### src/rtl/scts_ram.sv
module scts_ram #(
  parameter int WIDTH = 8,
  parameter int DEPTH = 16
) (
  input  logic                                   clk,
  input  logic                                   we,
  input  logic [(DEPTH > 1 ? $clog2(DEPTH) : 1)-1:0] waddr,
  input  logic [WIDTH-1:0]                       wdata,
  input  logic                                   re,
  input  logic [(DEPTH > 1 ? $clog2(DEPTH) : 1)-1:0] raddr,
  output logic [WIDTH-1:0]                       rdata
);

  logic [WIDTH-1:0] mem [DEPTH];
  logic [WIDTH-1:0] rdata_r;

  always_ff @(posedge clk) begin
    if (we) begin
      mem[waddr] <= wdata;
    end
    if (re) begin
      rdata_r <= mem[raddr];
    end
  end

  assign rdata = rdata_r;

endmodule

### config.mk
export PLATFORM = sky130hd
export DESIGN_NAME = scts_ram
export DESIGN_NICKNAME = d
export VERILOG_FILES = /design/src/rtl/scts_ram.sv
export SDC_FILE = /design/constraint.sdc
export NUM_CORES = 1
export LEC_CHECK = 0
export ABC_AREA = 1
export BUFFER_PORTS_ARGS = -buffer_cell sky130_fd_sc_hd__buf_2
export CORE_UTILIZATION = 30
export DETAILED_ROUTE_END_ITERATION = 6
export GPL_TIMING_DRIVEN = 0
export SLEW_MARGIN = 0
export SYNTH_ARGS = -nofsm -noshare
export SYNTH_HDL_FRONTEND = slang
export SYNTH_SLANG_ARGS = --single-unit
### constraint.sdc
create_clock -name clk -period 1.4 [get_ports clk]
set_input_delay 0.28 -clock clk [delete_from_list [all_inputs] [get_ports clk]]
set_output_delay 0.28 -clock clk [all_outputs]
set_load 0.05 [all_outputs]
==> run summary, run 1 <==
clk sinks: 136
clk_skew: 7.368 ps
WS Path Type: in -> reg
vias in the first global route: 3501
Final Hold Viols: 0
Routed WL per cell: 16.21 microns
share of layout cells above drive strength 1: 12.87%
crit-path cells: buf_2, nand3b_1, nor2_1
Crit. End Element: register
Post-Route Setup TNS: 0 ps
first-pass GRT wire length: 20890 microns
RSZ-0062 raised after global routing: true
status: finished clean
worst stage delay on the critical path: 730 ps
Die W: 141.6 microns
Clock Path Buffers: 2
TritonRoute pass-1 iters: 5
final core occ: 36.44%
sequential share of the synthesized area: 69.85%
Yosys reg bits: 136
max_slew headroom: 35.01%
Worst Path Buf+Inv: 1
Area Growth Syn to Fin: 17.76%
YS warnings: 0
Global Route Usage Sum: 14.85%
Worst Hold Class: in -> reg
clk root buf: clkbuf_16
WP data arrival: 1400 ps
CTS clk-pin slew, worst paths: 50 ps
Slew @ Worst Pin: 971.2 ps
Die Y: 141.6 microns
Static Leak: 2.907 nW
Starting Density: 30.95%
grt ovf: 0
Num CTS Buffers: 17
Net Count, Synth: 570
MaxCap Viol Count: 0
drt total wl: 14040 microns
final worst path period need: 1366 ps
worst setup margin: 34.02 ps
area of the core: 0.01889 sq mm
delay-heaviest family, CP: simple AND/OR/NAND/NOR gates
vias per cell: 4.381
DR vias: 3794
Post-DP Area: 0.006287 sq mm
pre-CTS setup slack: -417.1 ps
Layout Nets: 612
PwrDens: 1419 mW/mm^2
Final HPWL DP: 9415 microns
Rows: 50
Pwr Total: 9.772 mW
Synth Instances: 551
Req. time, crit path: 1440 ps
H-Tree Depth: 4
CTS tree: done
critical path fanouts, max: 8
Critical Path Start Type: input pin
Design Area, Final: 0.006885 sq mm
largest net degree at the start of global routing: 17
final slew viol count: 0
Fmax: 0.7321 GHz
Synth Cell Area: 0.005847 sq mm
peak supply drop: 0.8397 mV
antenna violations before repair: 0
Post-route DRC: 0
port bufs: 23
fin crit share: 97.57%
# fillers: 1901
GPL Wtd Cong: 0.9347
Critical Path Slowest Stage Cell: nor2_1
Clock Latency Late Sink: 420 ps
syn avg cell area: 10.61 sq um
Initial DRC Count: 300
antenna-violating nets left: 0
# diodes: 0
IO Count: 27
DIE AREA: 0.02005 sq mm
Setup-failing EPs final: 0
Synth cell types: 11
-- flip-flops by register name, summed over array words and instances, names as in the netlist --
name,count
mem,128
rdata,8
-- repair_timing --
| item | in CTS | in global routing |
|---|---|---|
| gates resized for setup | 0 | 0 |
| endpoints found under the setup margin | 0 | 9 |
| hold buffers | 0 | 0 |
| buffers inserted | 0 | 0 |
-- per-layer routing --
layer	share of wire, %	wire length, microns	vias to the layer above	GRT usage (%)
li1	-	-	1866	-
met4	1.1	153	0	4.131
met2	44	6223	129	22.14
met5	0	0	-	0
met3	6.0	842	13	3.847
met1	49	6818	1786	21.27
-- cell usage in the layout (no fill, tap or decap) --
cell	n
nor2_1	17
bufinv_16	3
inv_2	2
clkbuf_16	17
buf_4	4
buf_2	36
inv_6	4
clkinv_2	2
buf_6	6
buf_1	1
clkinvlp_4	4
inv_1	100
nand3b_1	2
edfxtp_1	136
nand2_1	173
clkinv_1	2
nand3_1	97
-- area by class of cell --
cell class	instances	area (sq um)	area share, %
Buffer	24	166.4	2.417
Sequential cell	136	4084	59.31
Multi-Input combinational cell	289	1214	17.63
Clock buffer	17	425.4	6.178
Inverter	102	382.9	5.561
Timing Repair Buffer	23	115.1	1.672
Tap cell	260	325.3	4.725
Clock inverter	15	172.7	2.508
-- cell families after synthesis --
logic type             Yosys count  synth area share [%]
buffers and inverters          126                 9.394
flip-flops                     136                 69.85
AND/OR/NAND/NOR                289                 20.76
-- through the flow --
stage                     instances  hold WS, ps
final                           866        206.3
after floorplan                 551        378.9
after CTS                       866        200.6
after global placement          834        624.4
after detailed placement        834        632.7
after global routing            866        208.9
-- worst register-to-register path, stage by stage, from the launching register on --
cell,delay (ps)
edfxtp_1,360
inv_1,70
nand2_1,50
nand3_1,110
nand3_1,90
nand3_1,160
nand2_1,120
-- report_power, final --
part | leakage [nW] | switching, mW | internal (mW)
combinational | 1.39 | 0.490 | 0.172
sequential | 1.24 | 0.0194 | 4.59
clock | 0.282 | 1.70 | 2.80
-- synthesized netlist by cell type --
master,instances,area (sq um)
buf_1,1,3.750
buf_2,13,65.06
buf_4,4,30.03
buf_6,6,67.56
edfxtp_1,136,4084
inv_1,100,375.4
inv_2,2,7.510
nand2_1,173,649.4
nand3_1,97,485.5
nand3b_1,2,15.01
nor2_1,17,63.81
-- worst paths after layout --
path / startpoint / end / slack, ps / cells after the start
setup / recovery: waddr[3] / mem[4][5] / 30 / 3
hold / removal: re / rdata[0] / 210 / 1
setup reg to reg: mem[10][2] / rdata[2] / 190 / 6
hold reg to reg: mem[0][6] / rdata[6] / 810 / 6
Power figures use the tool's default switching activity.
==> run 2: changes to the inputs <==
REMOVE_ABC_BUFFERS = 1   (was not set)
==> run 2 against run 1 <==
The flow now finishes with violations (setup timing). First-iteration DRC count is 11% higher. Clock power rose by 22%. Wire length fell by 12%. Highest routed layer unchanged. Combinational power down 11%. Die area stayed put. Setup slack worse by 56 ps. Cell count shrank 2.2%. Via count shrank 4.8%. Hold slack got worse by 4.0 ps. Critical path depth is the same. Register-to-register slack hardly changed.
==> run summary, run 2 (synthesized netlist as in run 1, its figures left out) <==
# fillers: 1862 (-2.1%)
Initial DRC Count: 334 (+11%)
Global Route Usage Sum: 13.27% (-1.6 points)
commonest cells after routing, fill and taps aside: 173 x nand2_1, 136 x edfxtp_1, 99 x inv_1
Static Leak: 2.893 nW (-0.49%)
drt total wl: 12340 microns (-12%)
worst setup margin: -22.12 ps (-56.14 ps)
antenna violations before repair: 0 (unchanged)
HP Start: re
failing checks: setup timing
Final Hold Viols: 0 (unchanged)
first-pass GRT wire length: 19170 microns (-8.2%)
final slew viol count: 0 (unchanged)
clk root buf: clkbuf_16
PwrDens: 1544 mW/mm^2 (+8.8%)
clk_skew: 15.15 ps (+7.779 ps)
R2R Path End: rdata[0]
CTS clk-pin slew, worst paths: 50 ps (about the same)
Req. time, crit path: 1430 ps (about the same)
GPL Wtd Cong: 0.7305 (-22%)
Post-Route Setup TNS: -115.5 ps (-115.5 ps)
Setup-failing EPs final: 8 (+8)
worst-case reg-to-reg path depth: 6 (unchanged)
CTS tree: done
Clock Path Buffers: 2 (unchanged)
MaxCap Viol Count: 0 (unchanged)
peak supply drop: 0.9119 mV (+8.6%)
DIE AREA: 0.02005 sq mm (unchanged)
Area Growth Syn to Fin: 18.30%
Setup crit start: waddr[2]
Rows: 50 (unchanged)
Crit. End Element: register
fin crit share: 101.6% (+4.0 points)
Die Y: 141.6 microns (unchanged)
WS Path Type: in -> reg
Layout Nets: 593 (-3.1%)
final worst path period need: 1422 ps (+56.14 ps)
area of the core: 0.01889 sq mm (unchanged)
WHS Endpoint: rdata[7]
WP data arrival: 1450 ps (+50 ps)
# diodes: 0 (unchanged)
status: complete, but fails checks
grt ovf: 0 (unchanged)
clk sinks: 136 (unchanged)
FF-to-FF Start: mem[5][0]
largest net degree at the start of global routing: 66 (+49)
vias per cell: 4.264 (-2.7%)
max_slew headroom: 32.03% (-3.0 points)
largest reg by FF count: mem
Starting Density: 30.95% (unchanged)
commonest non-fill, non-tap cell in the layout: nand2_1
Post-route DRC: 0 (unchanged)
vias in the first global route: 3457 (-1.3%)
H-Tree Depth: 4 (unchanged)
Pwr Total: 10.68 mW (+9.3%)
Clock Latency Late Sink: 420 ps (about the same)
TritonRoute pass-1 iters: 4 (-1)
port bufs: 26 (+13%)
IO Count: 27 (unchanged)
DR vias: 3612 (-4.8%)
Multi-input gate area: 0.001216 sq mm (+0.21%)
Fmax: 0.7032 GHz (-3.9%)
Reg area: 0.004084 sq mm (unchanged)
Num CTS Buffers: 17 (unchanged)
Die W: 141.6 microns (unchanged)
Critical Path Start Type: input pin
max reg flops: 128 (unchanged)
RSZ-0062 raised after global routing: true
share of layout cells above drive strength 1: 10.39% (-2.5 points)
Routed WL per cell: 14.57 microns (-10%)
antenna-violating nets left: 0 (unchanged)
WHS Path Cells: 1 (unchanged)
Slew @ Worst Pin: 1016 ps (+44.55 ps)
critical path fanouts, max: 8 (unchanged)
R2R Setup Slk: 180 ps (about the same)
Final HPWL DP: 7193 microns (-24%)
Worst Hold Class: in -> reg
==> run 2: worst max path at each step <==
stage	to	slack, ps	cells past startpoint
detailed placement	rdata[0]	-1700	8
floorplan	rdata[2]	-0.6	6
global placement	rdata[0]	-1710	8
global route	mem[9][4]	-70	3
CTS	mem[8][4]	-90	3
finish	mem[9][2]	-20	3
==> run 2: final cells by class <==
| type | count | area share, % |
|---|---|---|
| Clock buffer | 17 | 6.151 |
| Clock inverter | 15 | 4.378 |
| Inverter | 102 | 5.734 |
| Multi-Input combinational cell | 289 | 17.58 |
| Sequential cell | 136 | 59.04 |
| Tap cell | 260 | 4.703 |
| Timing Repair Buffer | 28 | 2.406 |
==> run 2: layer usage <==
| layer | wire length (microns) | GRT usage (%) |
|---|---|---|
| met5 | 0 | 0 |
| met1 | 5431 | 16.57 |
| met3 | 687 | 3.577 |
| met4 | 120 | 5.433 |
| met2 | 6103 | 21.78 |
==> run 2: worst max-delay path: stages <==
cell	delay (ps)
buf_2	120
nand3b_1	240
nor2_1	810
==> run 2: report_power, final <==
group	switching (mW)	leakage [nW]	internal, mW
clock	1.63	0.350	3.86
sequential	0.0189	1.24	4.59
combinational	0.441	1.31	0.148
total	2.09	2.89	8.59
==> run 2: what timing repair did <==
action / CTS / global route
endpoints found under the setup margin: 40 / 40
gates resized for setup: 8 / 4
pin swaps: 0 / 0
hold buffers: 0 / 0
hold endpoints to repair: 0 / 0
setup buffers: 2 / 0
==> run 2: per-stage QoR <==
stage	cell area, sq um	setup WS, ps	cells	utilization (%)	hold slack [ps]
floorplan	5680	-0.6131	527	-	378.9
global placement	6136	-1709	813	32.48	620.7
detailed placement	6136	-1696	813	32.48	634.7
CTS	6903	-85.24	847	36.54	194.7
global route	6917	-66.41	847	36.61	213.1
finish	6917	-22.12	847	36.61	202.3
==> run 3: changes to the inputs <==
CORE_ASPECT_RATIO = 1.4   (was not set)
GPL_TIMING_DRIVEN = not set   (was 0)
TNS_END_PERCENT = 20   (was not set)
==> run 3 against run 2 <==
The flow now finishes without violations. Sequential share of layout area decreased by 0.57 points. Flip-flop and latch count unchanged. Sequential power about the same. First-iteration DRC count decreased by 27%. Wire length increased by 10%. Combinational power increased by 8.7%. Critical path depth decreased by 2. Count of clock-buffer cells in the layout increased by 1. Largest power group is now sequential cells.
==> run summary, run 3 (synthesized netlist as in run 1, its figures left out) <==
status: finished clean
hold buffer count at cts: 0 (unchanged)
largest reg by FF count: mem
Num CTS Buffers: 17 (unchanged)
Worst Path Buf+Inv: 1 (unchanged)
antenna-violating nets left: 0 (unchanged)
FF-to-FF Start: mem[15][2]
vias per cell: 4.406 (+3.3%)
final worst path period need: 1390 ps (-32.37 ps)
WS Path Type: reg -> out
share of layout cells above drive strength 1: 14.70% (+4.3 points)
Static Leak: 2.987 nW (+3.2%)
CTS clk-pin slew, worst paths: 60 ps (about the same)
max reg flops: 128 (unchanged)
Post-route DRC: 0 (unchanged)
Area Growth Syn to Fin: 19.45%
vias in the first global route: 3792 (+9.7%)
DR vias: 3820 (+5.8%)
Req. time, crit path: 1120 ps (-310 ps)
commonest non-fill, non-tap cell in the layout: nand2_1
IO Count: 27 (unchanged)
area of the core: 0.01914 sq mm (+1.3%)
clk_skew: 10.35 ps (-4.792 ps)
WP data arrival: 1110 ps (-340 ps)
Clock Latency Late Sink: 420 ps (about the same)
CTS tree: done
Final Hold Viols: 0 (unchanged)
HP Start: re
PwrDens: 1336 mW/mm^2 (-13%)
first-pass GRT wire length: 20960 microns (+9.4%)
clk root buf: clkbuf_16
drt total wl: 13580 microns (+10%)
worst-case reg-to-reg path depth: 6 (unchanged)
post-CTS setup buffers: 0 (-2)
Initial DRC Count: 245 (-27%)
port bufs: 26 (unchanged)
Final HPWL DP: 9031 microns (+26%)
Fmax: 0.7196 GHz (+2.3%)
Die W: 120.0 microns (-15%)
Pwr Total: 9.331 mW (-13%)
WHS Path Cells: 1 (unchanged)
final slew viol count: 0 (unchanged)
R2R Path End: rdata[2]
H-Tree Depth: 4 (unchanged)
GPL Wtd Cong: 0.7578 (+3.7%)
Starting Density: 30.54% (-0.40 points)
# diodes: 0 (unchanged)
TritonRoute pass-1 iters: 4 (unchanged)
MaxCap Viol Count: 0 (unchanged)
Worst Hold Class: in -> reg
commonest cells after routing, fill and taps aside: 173 x nand2_1, 136 x edfxtp_1, 100 x inv_1
Critical Path Slowest Stage Cell: edfxtp_1
critical path fanouts, max: 1 (-7)
max_slew headroom: 59.05% (+27 points)
peak supply drop: 0.8106 mV (-11%)
Die Y: 167.2 microns (+18%)
WHS Endpoint: rdata[5]
antenna violations before repair: 1 (+1)
RSZ-0062 raised after global routing: true
final core occ: 36.48% (-0.13 points)
Clock Path Buffers: 2 (unchanged)
fin crit share: 99.27% (-2.3 points)
Critical Path Start Type: register
grt ovf: 0 (unchanged)
crit-path cells: buf_6
Routed WL per cell: 15.66 microns (+7.5%)
R2R Setup Slk: 280 ps (+100 ps)
Crit. End Element: output port
Global Route Usage Sum: 14.32% (+1.1 points)
Layout Nets: 626 (+5.6%)
largest net degree at the start of global routing: 65 (-1.5%)
Setup-failing EPs final: 0 (-8)
Slew @ Worst Pin: 613.3 ps (-402.5 ps)
clk sinks: 136 (unchanged)
delay-heaviest family, CP: flip-flops
DIE AREA: 0.02006 sq mm (about the same)
worst stage delay on the critical path: 490 ps (-320 ps)
Rows: 60 (+20%)
==> run 3: cell count changes in the layout (fill, tap and decap cells not counted), sizes merged <==
cell / previous run / this run
inv: 101 / 102
buf: 28 / 61
clkinv: 5 / 8
clkinvlp: 2 / 4
clkbuf: 17 / 18
bufinv: 9 / 1
==> run 3: area by class of cell <==
| class | count | area [sq um] |
|---|---|---|
| Sequential cell | 136 | 4084 |
| Multi-Input combinational cell | 289 | 1214 |
| Inverter | 102 | 382.9 |
| Clock inverter | 13 | 108.9 |
| Fill cell | 1904 | 12160 |
| Clock buffer | 18 | 429.2 |
| Tap cell | 248 | 310.3 |
| Timing Repair Buffer | 61 | 455.4 |
==> run 3: worst max path at each step <==
stage	startpoint	to	cells after the start
floorplan	raddr[0]	rdata[2]	6
global placement	raddr[0]	rdata[6]	9
detailed placement	raddr[0]	rdata[6]	9
CTS	rdata[3]	rdata[3]	1
global route	rdata[1]	rdata[1]	1
finish	rdata[3]	rdata[3]	1
==> run 3: timing repair <==
item                                    CTS  global route
resized for setup                         4             0
endpoints found under the setup margin    2             2
pin swaps                                 0             0
==> run 3: metrics by stage <==
stage	hold WS, ps	TNS [ps]	cell area, sq um	setup WS [ps]	std cells
floorplan	378.9	-1.202	5680	-0.6131	527
global placement	677.8	-718.4	6434	-141.9	836
detailed placement	681.5	-867.5	6434	-115.0	836
CTS	244.6	-38.96	6984	-23.82	867
global route	241.8	-20.96	6984	-12.26	867
finish	260.3	0	6984	10.24	867
==> run 3: metal layers <==
layer  track usage [%]  vias up  part of all wire, %
met2             26.16       82                   55
met5                 0        -                0.074
met1             15.04     1824                   39
met4             7.609        2                  3.0
met3             3.236       23                  3.4
li1                  -     1889                    -
==> run 3: power breakdown <==
part,leakage (nW),total [mW],switching (mW),internal (mW)
Clock,0.253,4.07,1.66,2.41
Combinational,1.50,0.640,0.448,0.192
Sequential,1.24,4.62,0.0333,4.59
