<file path="src/rtl/scts_pkg.sv">
package scts_pkg;

  localparam int POS_W    = 16;
  localparam int LAYER_W  = 2;
  localparam int VALUE_W  = 32;
  localparam int STATUS_W = 2;
  localparam int CFG_W    = 5;
  localparam int CFG_IDX_W = 2;
  localparam int TB_W     = 3;
  localparam int CNT_W    = 5;
  localparam int CZ_W     = 3;
  localparam int REM_W    = 4;
  localparam int CIDX_W   = 10;
  localparam int PLANE_W  = 9;

  localparam int MOD_DIGIT = 4;
  localparam int MOD_STEPS = POS_W / MOD_DIGIT;
  localparam int MOD_STEP_W = $clog2(MOD_STEPS);

  localparam logic [CFG_IDX_W-1:0] REG_TILE_BITS = 2'd0;
  localparam logic [CFG_IDX_W-1:0] REG_CHUNKS_X  = 2'd1;
  localparam logic [CFG_IDX_W-1:0] REG_CHUNKS_Y  = 2'd2;
  localparam logic [CFG_IDX_W-1:0] REG_CHUNKS_Z  = 2'd3;

  localparam logic [TB_W-1:0]  TILE_BITS_RST = 3'd4;
  localparam logic [CNT_W-1:0] CHUNKS_X_RST  = 5'd4;
  localparam logic [CNT_W-1:0] CHUNKS_Y_RST  = 5'd4;
  localparam logic [CZ_W-1:0]  CHUNKS_Z_RST  = 3'd1;

  localparam logic [CNT_W-1:0] CHUNKS_XY_MAX = 5'd16;
  localparam logic [CZ_W-1:0]  CHUNKS_Z_MAX  = 3'd4;

  localparam logic [STATUS_W-1:0] STATUS_OK    = 2'd0;
  localparam logic [STATUS_W-1:0] STATUS_POOL  = 2'd1;
  localparam logic [STATUS_W-1:0] STATUS_RANGE = 2'd2;

  typedef enum logic [5:0] {
    S_CLR  = 6'b000001,
    S_IDLE = 6'b000010,
    S_MOD  = 6'b000100,
    S_DIR  = 6'b001000,
    S_TILE = 6'b010000,
    S_DONE = 6'b100000
  } scts_state_t;

  typedef struct packed {
    logic             done;
    logic [REM_W-1:0] cx;
    logic [REM_W-1:0] cy;
  } scts_wrap_t;

  function automatic logic [CNT_W-1:0] clamp_count(input logic [CNT_W-1:0] v,
                                                   input logic [CNT_W-1:0] hi);
    logic [CNT_W-1:0] r;
    r = v;
    if (v == '0) r = CNT_W'(1);
    else if (v > hi) r = hi;
    return r;
  endfunction

  function automatic logic [REM_W-1:0] mod_step(input logic [REM_W-1:0] rem,
                                                input logic b,
                                                input logic [CNT_W-1:0] den);
    logic [CNT_W-1:0] t;
    t = {rem, b};
    if (t >= den) t = t - den;
    return t[REM_W-1:0];
  endfunction

endpackage

</file>
<file path="src/rtl/scts_wrap.sv">
module scts_wrap
  import scts_pkg::*;
(
  input  logic             clk,
  input  logic             rst_n,
  input  logic             start,
  input  logic [POS_W-1:0] x_num,
  input  logic [POS_W-1:0] y_num,
  input  logic [CNT_W-1:0] x_den,
  input  logic [CNT_W-1:0] y_den,
  output scts_wrap_t       wrap
);

  logic [POS_W-1:0]      ax_r, ax_nxt;
  logic [POS_W-1:0]      ay_r, ay_nxt;
  logic [REM_W-1:0]      rx_r, rx_nxt;
  logic [REM_W-1:0]      ry_r, ry_nxt;
  logic [MOD_STEP_W-1:0] step_r, step_nxt;
  logic                  busy_r, busy_nxt;
  logic                  done_r, done_nxt;

  always_comb begin
    ax_nxt   = ax_r;
    ay_nxt   = ay_r;
    rx_nxt   = rx_r;
    ry_nxt   = ry_r;
    step_nxt = step_r;
    busy_nxt = busy_r;
    done_nxt = 1'b0;
    if (start) begin
      ax_nxt   = x_num;
      ay_nxt   = y_num;
      rx_nxt   = '0;
      ry_nxt   = '0;
      step_nxt = '0;
      busy_nxt = 1'b1;
    end else if (busy_r) begin
      for (int i = 0; i < MOD_DIGIT; i++) begin
        rx_nxt = mod_step(rx_nxt, ax_r[POS_W-1-i], x_den);
        ry_nxt = mod_step(ry_nxt, ay_r[POS_W-1-i], y_den);
      end
      ax_nxt   = ax_r << MOD_DIGIT;
      ay_nxt   = ay_r << MOD_DIGIT;
      step_nxt = step_r + 1'b1;
      if (step_r == MOD_STEP_W'(MOD_STEPS - 1)) begin
        busy_nxt = 1'b0;
        done_nxt = 1'b1;
      end
    end
  end

  always_ff @(posedge clk) begin
    if (!rst_n) begin
      busy_r <= 1'b0;
      done_r <= 1'b0;
      step_r <= '0;
    end else begin
      busy_r <= busy_nxt;
      done_r <= done_nxt;
      step_r <= step_nxt;
    end
    ax_r <= ax_nxt;
    ay_r <= ay_nxt;
    rx_r <= rx_nxt;
    ry_r <= ry_nxt;
  end

  assign wrap.done = done_r;
  assign wrap.cx   = rx_r;
  assign wrap.cy   = ry_r;

endmodule

</file>
<file path="config.mk">
export PLATFORM = sky130hd
export DESIGN_NAME = scts_wrap
export DESIGN_NICKNAME = d
export VERILOG_FILES = /design/src/rtl/scts_pkg.sv /design/src/rtl/scts_wrap.sv
export SDC_FILE = /design/constraint.sdc
export NUM_CORES = 1
export LEC_CHECK = 0
export CAP_MARGIN = 20
export CORE_MARGIN = 2
export CORE_UTILIZATION = 60
export DETAILED_ROUTE_END_ITERATION = 10
export DONT_BUFFER_PORTS = 1
export PLACE_DENSITY = 0.75
export SLEW_MARGIN = 5
export SYNTH_ARGS = -nofsm -noshare
export SYNTH_HDL_FRONTEND = slang
export SYNTH_SLANG_ARGS = --single-unit
</file>
<file path="constraint.sdc">
create_clock -name clk -period 7.15 [get_ports clk]
set_input_delay 1.0725 -clock clk [delete_from_list [all_inputs] [get_ports clk]]
set_output_delay 1.0725 -clock clk [all_outputs]
set_load 0.01 [all_outputs]
</file>
==> summary.md, run 1 <==
| Metric | Value |
|---|---|
| Asr flop ratio synth | 0% |
| Setup violators final | 0 |
| Fillers | 492 |
| TritonCTS clock tree | yes |
| CP arrival | around 6500 ps |
| Sequential area share after synthesis | 33.3% |
| CP Class | input port to register |
| RSZ-0062 raised after global routing | no |
| Most common cell on crit path | ha_1 |
| Layout cells sized above 1 | 15.8% |
| I/O pin total | 54 |
| Critical-path cell list | inv_1, ha_1, a21o_1, a31oi_1, o21ai_2, mux2_2, ha_1, nand2_1, o21ai_0, nand3_1, nand2_1, mux2_2, ha_1, a21o_1, a31o_2, o41a_1, ha_1, a21o_1, a31oi_1, o21ai_1, a211o_1, a311oi_1 |
| First-pass GRT wire length | 10.9 mm |
| Netlist area before placement | 0.00360 mm² |
| Hpwl dp | 5.09 mm |
| Fin. max-slew vios | 0 |
| Leading post-synthesis cells by cell area | edfxtp_1, ha_1, mux2_2, dfxtp_1, fa_1 |
| Slew HR | 51.9% |
| Post-CTS setup buffer count | 0 |
| Placed cell area | 0.00363 mm² |
| Largest net degree at the start of global routing | between 40 and 50 |
| Placed cells | 408 |
| Row count | 28 |
| Number of global-route vias before repair | 2412 |
| Area delta synth->final | 3.99% |
| Fmax | 0.159 GHz |
| Initial Util | roughly three fifths |
| Synth Area per Inst | 10.6 µm² |
| Slowest CP cell | o41a_1 |
| Total die area | 0.00664 mm² |
| Vias | approximately 2500 |
| Fin crit period | 6290 ps |
| R2R depth | 21 |
| Drt initial violations | 116 |
| Fin. Hold Viols | 0 |
| Max H-tree Level | 2 |
| Min-Delay Path Class | register to register |
| Commonest register cell after synthesis | edfxtp_1 |
| Initial antenna violation count | 0 |
| Synthesis warning total | 0 |
| Buffers on Ports | 0 |
| Hold Crit Depth | 2 |
| Max incr delay on CP | 460 ps |
| Area of the core | 0.00585 mm² |
| Max Cap Violations | 0 |
| Inserted Clock Buffers | 5 |
| Post-DR vias/cell | between 5 and 6 |
| Die X-Extent | 81.5 µm |
| DRT Wirelength | ~6.5 mm |
| ANT cells | 0 |
| Chip height | 81.5 µm |
| Cell Pwr Density | around 480 mW/mm² |
| LEAKAGE | 1.64 nW |
| Deepest clock path buffer count | 2 |
| DRC errors left | 0 |
| Critical path capture point type | register |
| Post-synth EDFFs | 32 |
| Number of synthesized register bits | 44 |
| Layout Cells excl Fill | 416 |
| Post-synth net total | 435 |
| Post-synth top area cell | edfxtp_1 |
| Post-CTS Hold Fix Bufs | 0 |
| Outcome | completed |
| Worst IR drop on VDD | about 0.23 mV |
| Gate Count Post-Synth | 341 |
| Clock skew | a little under 5 ps |
| Final net count | 434 |
| CTS clock-pin slew for the worst setup and hold paths | 90 ps |
| Final WS setup | between 800 and 900 ps |
| Routability cong. | 0.889 |
| Commonest non-fill, non-tap cell in the layout | ha_1 |
| Clk_lat worst skew | approximately 290 ps |
| CTS resizes | 0 |
| Max FO, Critical Path | 8 |
| Worst EP required | between 7000 and 8000 ps |
| Worst-Margin Slew | around 700 ps |
| CP Launch Type | input port |
| Final Cycle Share | 88.0% |
| GRT Overall Usage | around a fifth |
| Commonest non-fill, non-tap cells in the layout | ha_1, mux2_2, edfxtp_1 |
| Grt total ovfl | 0 |
| Clock sink total | 44 |
| Post-Place Setup Slack | approximately 540 ps |
| Post-DR wirelength/cell | 15.7 µm |
| Final instance area | 0.00375 mm² |
| Post-synth top area share | approximately a quarter |
| Antenna Violating Nets Remaining | 0 |
| Setup TNS | 0 ps |
| Yosys cell types | 50 |
| 1st-pass router iterations | 4 |
| Clock Root Buffer | clkbuf_8 |
==> power breakdown <==
part | leakage, nW | internal (mW) | switching (mW)
Sequential | 0.427 | 0.311 | 0.0348
Clock | 0.0607 | 0.108 | 0.0905
Combinational | 1.15 | 0.587 | 0.655
Total | 1.64 | 1.01 | 0.780
==> worst paths after layout <==
| path | start | end | slack (ps) |
|---|---|---|---|
| setup / recovery | x_den[1] | rx_r[3] | 860 |
| hold / removal | step_r[1] | step_r[1] | 510 |
| setup reg to reg | rx_r[0] | rx_r[3] | 1370 |
| hold reg to reg | step_r[1] | step_r[1] | 510 |
==> state kept, by name (all words and copies together) (netlist names) <==
register  flops
busy_r        1
rx_r          4
step_r        2
ax_r         16
done_r        1
ry_r          4
ay_r         16
==> layer usage <==
metal / part of all wire, % / routed length (µm) / global-route usage (%) / vias up
met5: 0 / 0 / 0 / -
met2: 46 / 2990 / 35.4 / 69
met1: 47 / 3080 / 27.6 / 1168
met4: 0.40 / 26 / 4.58 / 0
met3: 6.7 / 435 / 5.82 / 2
li1: - / - / - / 1233
==> cell usage after synthesis (2+ instances only) <==
cell type,number
ha_1,41
mux2_2,33
edfxtp_1,32
inv_1,31
a21oi_1,23
nand2_1,21
a21o_1,15
xnor2_1,15
nand2b_1,14
dfxtp_1,12
nor2_1,12
and2_1,10
fa_1,8
a31oi_1,6
o21ai_0,6
mux2i_1,4
clkbuf_1,3
mux2_4,3
nand3_1,3
nor2b_1,3
o21a_1,3
o21ai_1,3
o21ai_2,3
o22ai_1,3
a211oi_1,2
a21oi_2,2
a41oi_1,2
buf_6,2
clkbuf_8,2
nor4b_1,2
o211ai_1,2
xor2_1,2
==> area by class of cell <==
class	instances	area, µm²	area share (%)
multi-input cells	258	2220	59.2
flip-flops and latches	44	1200	32.1
inverters	31	116	3.11
well taps	75	93.8	2.50
clock buffers	5	68.8	1.84
clock inverters	3	50.0	1.34
==> through the flow <==
| stage | power, mW | utilization [%] | hold slack [ps] |
|---|---|---|---|
| global placement | 1.56 | 62.0 | 481 |
| CTS | 1.79 | 64.1 | 515 |
| finish | 1.79 | 64.1 | 510 |
| global route | 1.96 | 64.1 | 564 |
| detailed placement | 1.59 | 62.0 | 493 |
| floorplan | 1.39 | - | 465 |
==> worst max-delay path, delay by kind of cell <==
kind | cells | cell delay, ps
AO/OA/AOI/OAI | 12 | 2780
adder cells (fa/ha/maj) | 4 | 1260
buffers and inverters | 1 | 260
multiplexers | 2 | 730
AND/OR/NAND/NOR | 3 | 370
==> logic make-up after synthesis <==
kind of cell	after synthesis	share of synthesized area, %
AO/OA/AOI/OAI	80	15.2
XOR/XNOR	17	4.13
adder cells (fa/ha/maj)	49	18.7
buffers and inverters	39	5.14
flip-flops	44	33.3
multiplexers	41	13.3
AND/OR/NAND/NOR	71	10.2
Note: power is estimated with default switching activity, not from simulation.
==> run 2, diff against run 1 <==
CORE_ASPECT_RATIO = 1.1   (was default)
==> run 2 against run 1 <==
  * Die area is essentially flat
  * Sequential share of layout area about the same
  * Clock skew down 0.59 ps
  * Largest power group unchanged
  * Wire length shrank 0.29%
==> summary.md, run 2 (synthesis gave the netlist of run 1 again) <==
| Metric | Value |
|---|---|
| CP arrival | approximately 6500 ps |
| Fin. Hold Viols | 0 |
| Clock sink total | 44 |
| Max incr delay on CP | 470 ps |
| Antenna Violating Nets Remaining | 0 |
| Most common cell on crit path | ha_1 |
| Area of the core | between 0.005 and 0.006 mm² |
| Post-CTS Hold Fix Bufs | 0 |
| Deepest clock path buffer count | 2 |
| Area delta synth->final | 4.13% |
| Final net count | 434 |
| Fmax | 0.159 GHz |
| Critical-path cell list | inv_1, ha_1, a21o_1, a31oi_1, o21ai_2, mux2_2, ha_1, nand2_1, o21ai_0, nand3_1, nand2_1, mux2_2, ha_1, a21o_1, a31o_2, o41a_1, ha_1, a21o_1, a31oi_1, o21ai_1, a211o_1, a311oi_1 |
| LEAKAGE | roughly 1.6 nW |
| Hpwl dp | roughly 5.2 mm |
| Crit path buf inv count | 1 |
| CP Launch Type | input port |
| Top flop regs | ax_r (16), ay_r (16) |
| Initial antenna violation count | 0 |
| Layout cells sized above 1 | between 10% and 20% |
| Max FO, Critical Path | 8 |
| Row count | 29 |
| Commonest non-fill, non-tap cells in the layout | ha_1, mux2_2, edfxtp_1 |
| I/O pin total | between 50 and 60 |
| Worst EP required | about 7400 ps |
| Worst IR drop on VDD | 0.257 mV |
| Worst hold margin | 509 ps |
| Clock Root Buffer | clkbuf_8 |
| CTS clock-pin slew for the worst setup and hold paths | 80 ps |
| CP Class | input port to register |
| DRC errors left | 0 |
| Total die area | 0.00664 mm² |
| Min-Delay Path Class | register to register |
| Chip height | 85.3 µm |
| Setup violators final | 0 |
| CTS resizes | 0 |
| Largest net degree at the start of global routing | 45 |
| First-pass GRT wire length | 11.2 mm |
| Slew HR | 52.0% |
| 1st-pass router iterations | 4 |
| Critical path capture point type | register |
| Cell Pwr Density | around 480 mW/mm² |
| Initial Util | 62.5% |
| Post-DR vias/cell | slightly below 6 |
| Fin crit period | 6290 ps |
| Setup TNS | 0 ps |
| Number of global-route vias before repair | 2449 |
| Clk_lat worst skew | ~290 ps |
| Post-DR wirelength/cell | 15.6 µm |
| Commonest non-fill, non-tap cell in the layout | ha_1 |
| Register-to-Register Setup Slack | 1350 ps |
| Grt total ovfl | 0 |
| Routability cong. | 0.898 |
| GRT Overall Usage | 21.2% |
| Max Cap Violations | 0 |
| Max H-tree Level | 2 |
| Worst-Margin Slew | 720 ps |
| Post-CTS setup buffer count | 0 |
| RSZ-0062 raised after global routing | no |
| Clock skew | 4.35 ps |
| Path length in cells of the critical path | 22 |
| Die X-Extent | 77.9 µm |
| Crit-path leading delay family | compound AO/OA/AOI/OAI gates |
| TritonCTS clock tree | yes |
| R2R depth | 21 |
| Slowest CP cell | o41a_1 |
| ANT cells | 0 |
| Hold Crit Depth | 2 |
| DRT Wirelength | roughly 6.5 mm |
| Inserted Clock Buffers | 5 |
| Drt initial violations | 85 |
| Final Cycle Share | just under 90% |
| Vias | 2446 |
| Buffers on Ports | 0 |
| Outcome | completed |
| Fin. max-slew vios | 0 |
run 2: cell types whose count changed in the layout (fill, tap and decap cells not counted):
cell      previous run  this run
clkinv_4             0         1
inv_6                1         0
inv_8                1         0
clkbuf_8             5         6
run 2: final timing paths:
path              startpoint   endpoint
hold / removal     step_r[1]  step_r[1]
hold reg to reg    step_r[1]  step_r[1]
setup reg to reg     rx_r[0]    rx_r[3]
setup / recovery    x_den[2]    rx_r[3]
run 2: routing by layer:
layer	global-route usage, %	wire length, µm	vias up
met5	0	0	-
met4	5.42	100	0
met3	5.43	410	11
met2	35.9	3050	57
met1	27.2	2950	1140
li1	-	-	1238
run 2: stage by stage:
stage / power [mW] / std cells / instance area [µm²] / setup slack (ps) / util, %
final: 1.79 / 418 / 3750 / 858 / 65.0
after CTS: 1.80 / 418 / 3750 / 905 / 65.0
after global routing: 1.98 / 418 / 3750 / 566 / 65.0
after floorplan: 1.39 / 341 / 3600 / 1170 / -
after detailed placement: 1.59 / 410 / 3630 / 616 / 62.9
after global placement: 1.57 / 410 / 3630 / 597 / 62.9
run 2: power breakdown:
| part | total, mW | leakage (nW) | internal [mW] | switching, mW |
|---|---|---|---|---|
| Clock | 0.198 | 0.0614 | 0.114 | 0.0839 |
| Sequential | 0.346 | 0.427 | 0.311 | 0.0349 |
| Combinational | 1.25 | 1.15 | 0.586 | 0.661 |
| Total | 1.79 | 1.64 | 1.01 | 0.780 |
run 2: area by class of cell:
cell class / count / area (µm²)
flip-flops and latches: 44 / 1200
inverters: 31 / 116
fillers: 474 / 2020
well taps: 77 / 96.3
clock buffers: 6 / 82.6
multi-input cells: 258 / 2220
clock inverters: 2 / 38.8
run 2: worst register-to-register path: cells and delay by family, from the launching register on:
family / cells / cell delay, ps
AO/OA/AOI/OAI: 12 / 2800
adder cells (fa/ha/maj): 4 / 1290
flip-flops: 1 / 530
multiplexers: 2 / 750
AND/OR/NAND/NOR: 3 / 360
==> run 3, diff against run 2 <==
CORE_UTILIZATION = 41   (was 60)
PLACE_DENSITY = 0.53   (was 0.75)
==> run 3 against run 2 <==
  * Sequential power is essentially flat
  * Register-to-register slack got worse by 70 ps
  * Worst hold slack improved by 2.2 ps
  * Maximum frequency shrank 0.91%
  * Wire length up 5.5%
  * Count of clock-buffer cells in the layout did not move
  * Final area increased by 1.1%
  * First-iteration DRC count shrank 1.2%
  * Non-clock buffer count is the same
  * Highest routed layer unchanged
==> summary.md, run 3 (synthesis gave the netlist of run 1 again) <==
| Metric | Value |
|---|---|
| Max FO, Critical Path | 8 |
| Setup violators final | 0 |
| GRT Overall Usage | 15.1% |
| Multi-input logic area | around 0.0022 mm² |
| Critical-path cell list | inv_1, ha_1, a21o_1, a31oi_1, o21ai_2, mux2_2, ha_1, nand2_1, o21ai_0, nand3_1, nand2_1, mux2_2, ha_1, a21o_1, a31o_2, o41a_1, ha_1, a21o_1, a31oi_1, o21ai_1, a211o_1, a311oi_1 |
| Slew HR | between 50% and 60% |
| Chip height | 102 µm |
| Post-CTS Hold Fix Bufs | 0 |
| Fin. Hold Viols | 0 |
| Share of power burned in registers | 19.2% |
| Clock power frac | between 10% and 20% |
| 1st-pass router iterations | 4 |
| Worst EP required | approximately 7400 ps |
| Worst-Margin Slew | 746 ps |
| Slowest CP cell | o41a_1 |
| LEAKAGE | about 1.6 nW |
| Inserted Clock Buffers | 5 |
| CP Class | input port to register |
| Placed cells | 444 |
| Antenna Violating Nets Remaining | 0 |
| Comb pwr share | 69.5% |
| Met1 usage | 20.7% |
| Reg area | ~0.0012 mm² |
| Clk_lat worst skew | 300 ps |
| Fmax | 0.157 GHz |
| DRT Wirelength | 6.87 mm |
| Sw Pwr | 0.785 mW |
| Initial antenna violation count | 0 |
| Fin crit period | ~6300 ps |
| M2 GR Usage | 23.9% |
| RSZ-0062 raised after global routing | no |
| Deepest clock path buffer count | 2 |
| Clock skew | 6.52 ps |
| TritonCTS clock tree | yes |
| Crit-path leading delay family | compound AO/OA/AOI/OAI gates |
| Clock Root Buffer | clkbuf_8 |
| Commonest non-fill, non-tap cell in the layout | ha_1 |
| Die X-Extent | 93.4 µm |
| Grt total ovfl | 0 |
| Min-Delay Path Class | register to register |
| Final net count | 434 |
| Commonest non-fill, non-tap cells in the layout | ha_1, mux2_2, edfxtp_1 |
| CTS resizes | 0 |
| Post-DR vias/cell | roughly 5.3 |
| DRC errors left | 0 |
| Crit path buf inv count | 1 |
| Most common cell on crit path | ha_1 |
| Met3 usage | under 10% |
| Largest net degree at the start of global routing | 45 |
| Post-CTS setup buffer count | 0 |
| Cell Pwr Density | 473 mW/mm² |
| Net Sw Frac | 43.7% |
| Worst hold margin | 511 ps |
| GRT busiest layer | met2 |
| Total die area | ~0.0096 mm² |
| Layout cells sized above 1 | 15.8% |
| I/O pin total | 54 |
| Vias | about 2400 |
| Buffers on Ports | 0 |
| P_int | 1.01 mW |
| Final instance area | 0.00379 mm² |
| CTS clock-pin slew for the worst setup and hold paths | 90 ps |
| Max incr delay on CP | 450 ps |
| First-pass GRT wire length | 11.4 mm |
| Initial Util | 42.6% |
| Area of the core | roughly 0.0085 mm² |
| Outcome | completed |
| CP Launch Type | input port |
| Number of global-route vias before repair | 2350 |
| Placed cell area | 0.00367 mm² |
| Max H-tree Level | 2 |
| Layout Cells excl Fill | 452 |
| Clock sink total | between 40 and 50 |
| Hpwl dp | roughly 5.3 mm |
| Final Cycle Share | about nine tenths |
| Max Cap Violations | 0 |
| Setup TNS | 0 ps |
| Worst IR drop on VDD | 0.163 mV |
| CP arrival | ~6600 ps |
| Row count | 35 |
| Fillers | ~810 |
| ANT cells | 0 |
| Drt initial violations | 84 |
| Fin. max-slew vios | 0 |
| Post-DR wirelength/cell | 15.2 µm |
| Top flop regs | ax_r (16), ay_r (16) |
| Area delta synth->final | 5.31% |
| Critical path capture point type | register |
| Routability cong. | 0.848 |
==> run 3: final cells by class <==
type                    count  area share [%]
multi-input cells         258            58.4
clock inverters             2            1.02
inverters                  31            3.07
well taps                 111            3.66
clock buffers               6            2.18
flip-flops and latches     44            31.7
==> run 3: worst register-to-register path, stage by stage, from the launching register on <==
cell	delay (ps)
dfxtp_1	390
ha_1	380
a21o_1	130
a31oi_1	50
o21ai_2	280
mux2_2	410
ha_1	350
nand2_1	60
o21ai_0	370
nand3_1	160
nand2_1	140
mux2_2	350
ha_1	340
a21o_1	220
a31o_2	240
o41a_1	460
ha_1	340
a21o_1	170
a31oi_1	150
o21ai_1	220
a211o_1	340
a311oi_1	230
==> run 3: layer usage <==
layer / routed length [µm] / share of wire (%)
met1: 3270 / 48
met2: 3130 / 46
met3: 396 / 5.8
met4: 67 / 0.98
met5: 0 / 0
==> run 3: worst paths after layout <==
check         endpoint  slack, ps       from  depth (start not counted)
max            rx_r[3]        800   x_den[2]                         22
min          step_r[1]        510  step_r[1]                          2
max reg2reg    rx_r[3]       1280    rx_r[1]                         21
min reg2reg  step_r[1]        510  step_r[1]                          2
==> run 3: power by group through the flow <==
stage                     registers [mW]  logic (mW)  clock network, mW
after floorplan                    0.339        1.05                  0
after global placement             0.353        1.25                  0
after detailed placement           0.353        1.25                  0
after CTS                          0.347        1.26              0.211
after global routing               0.352        1.43              0.219
final                              0.346        1.25              0.202
==> run 3: per-stage QoR <==
stage	utilization [%]	power (mW)	setup WS, ps
2_1_floorplan	-	1.39	1170
3_3_place_gp	43.5	1.61	475
3_5_place_dp	43.5	1.60	526
4_1_cts	44.9	1.81	814
5_1_grt	44.9	2.00	386
6_report	44.9	1.80	800
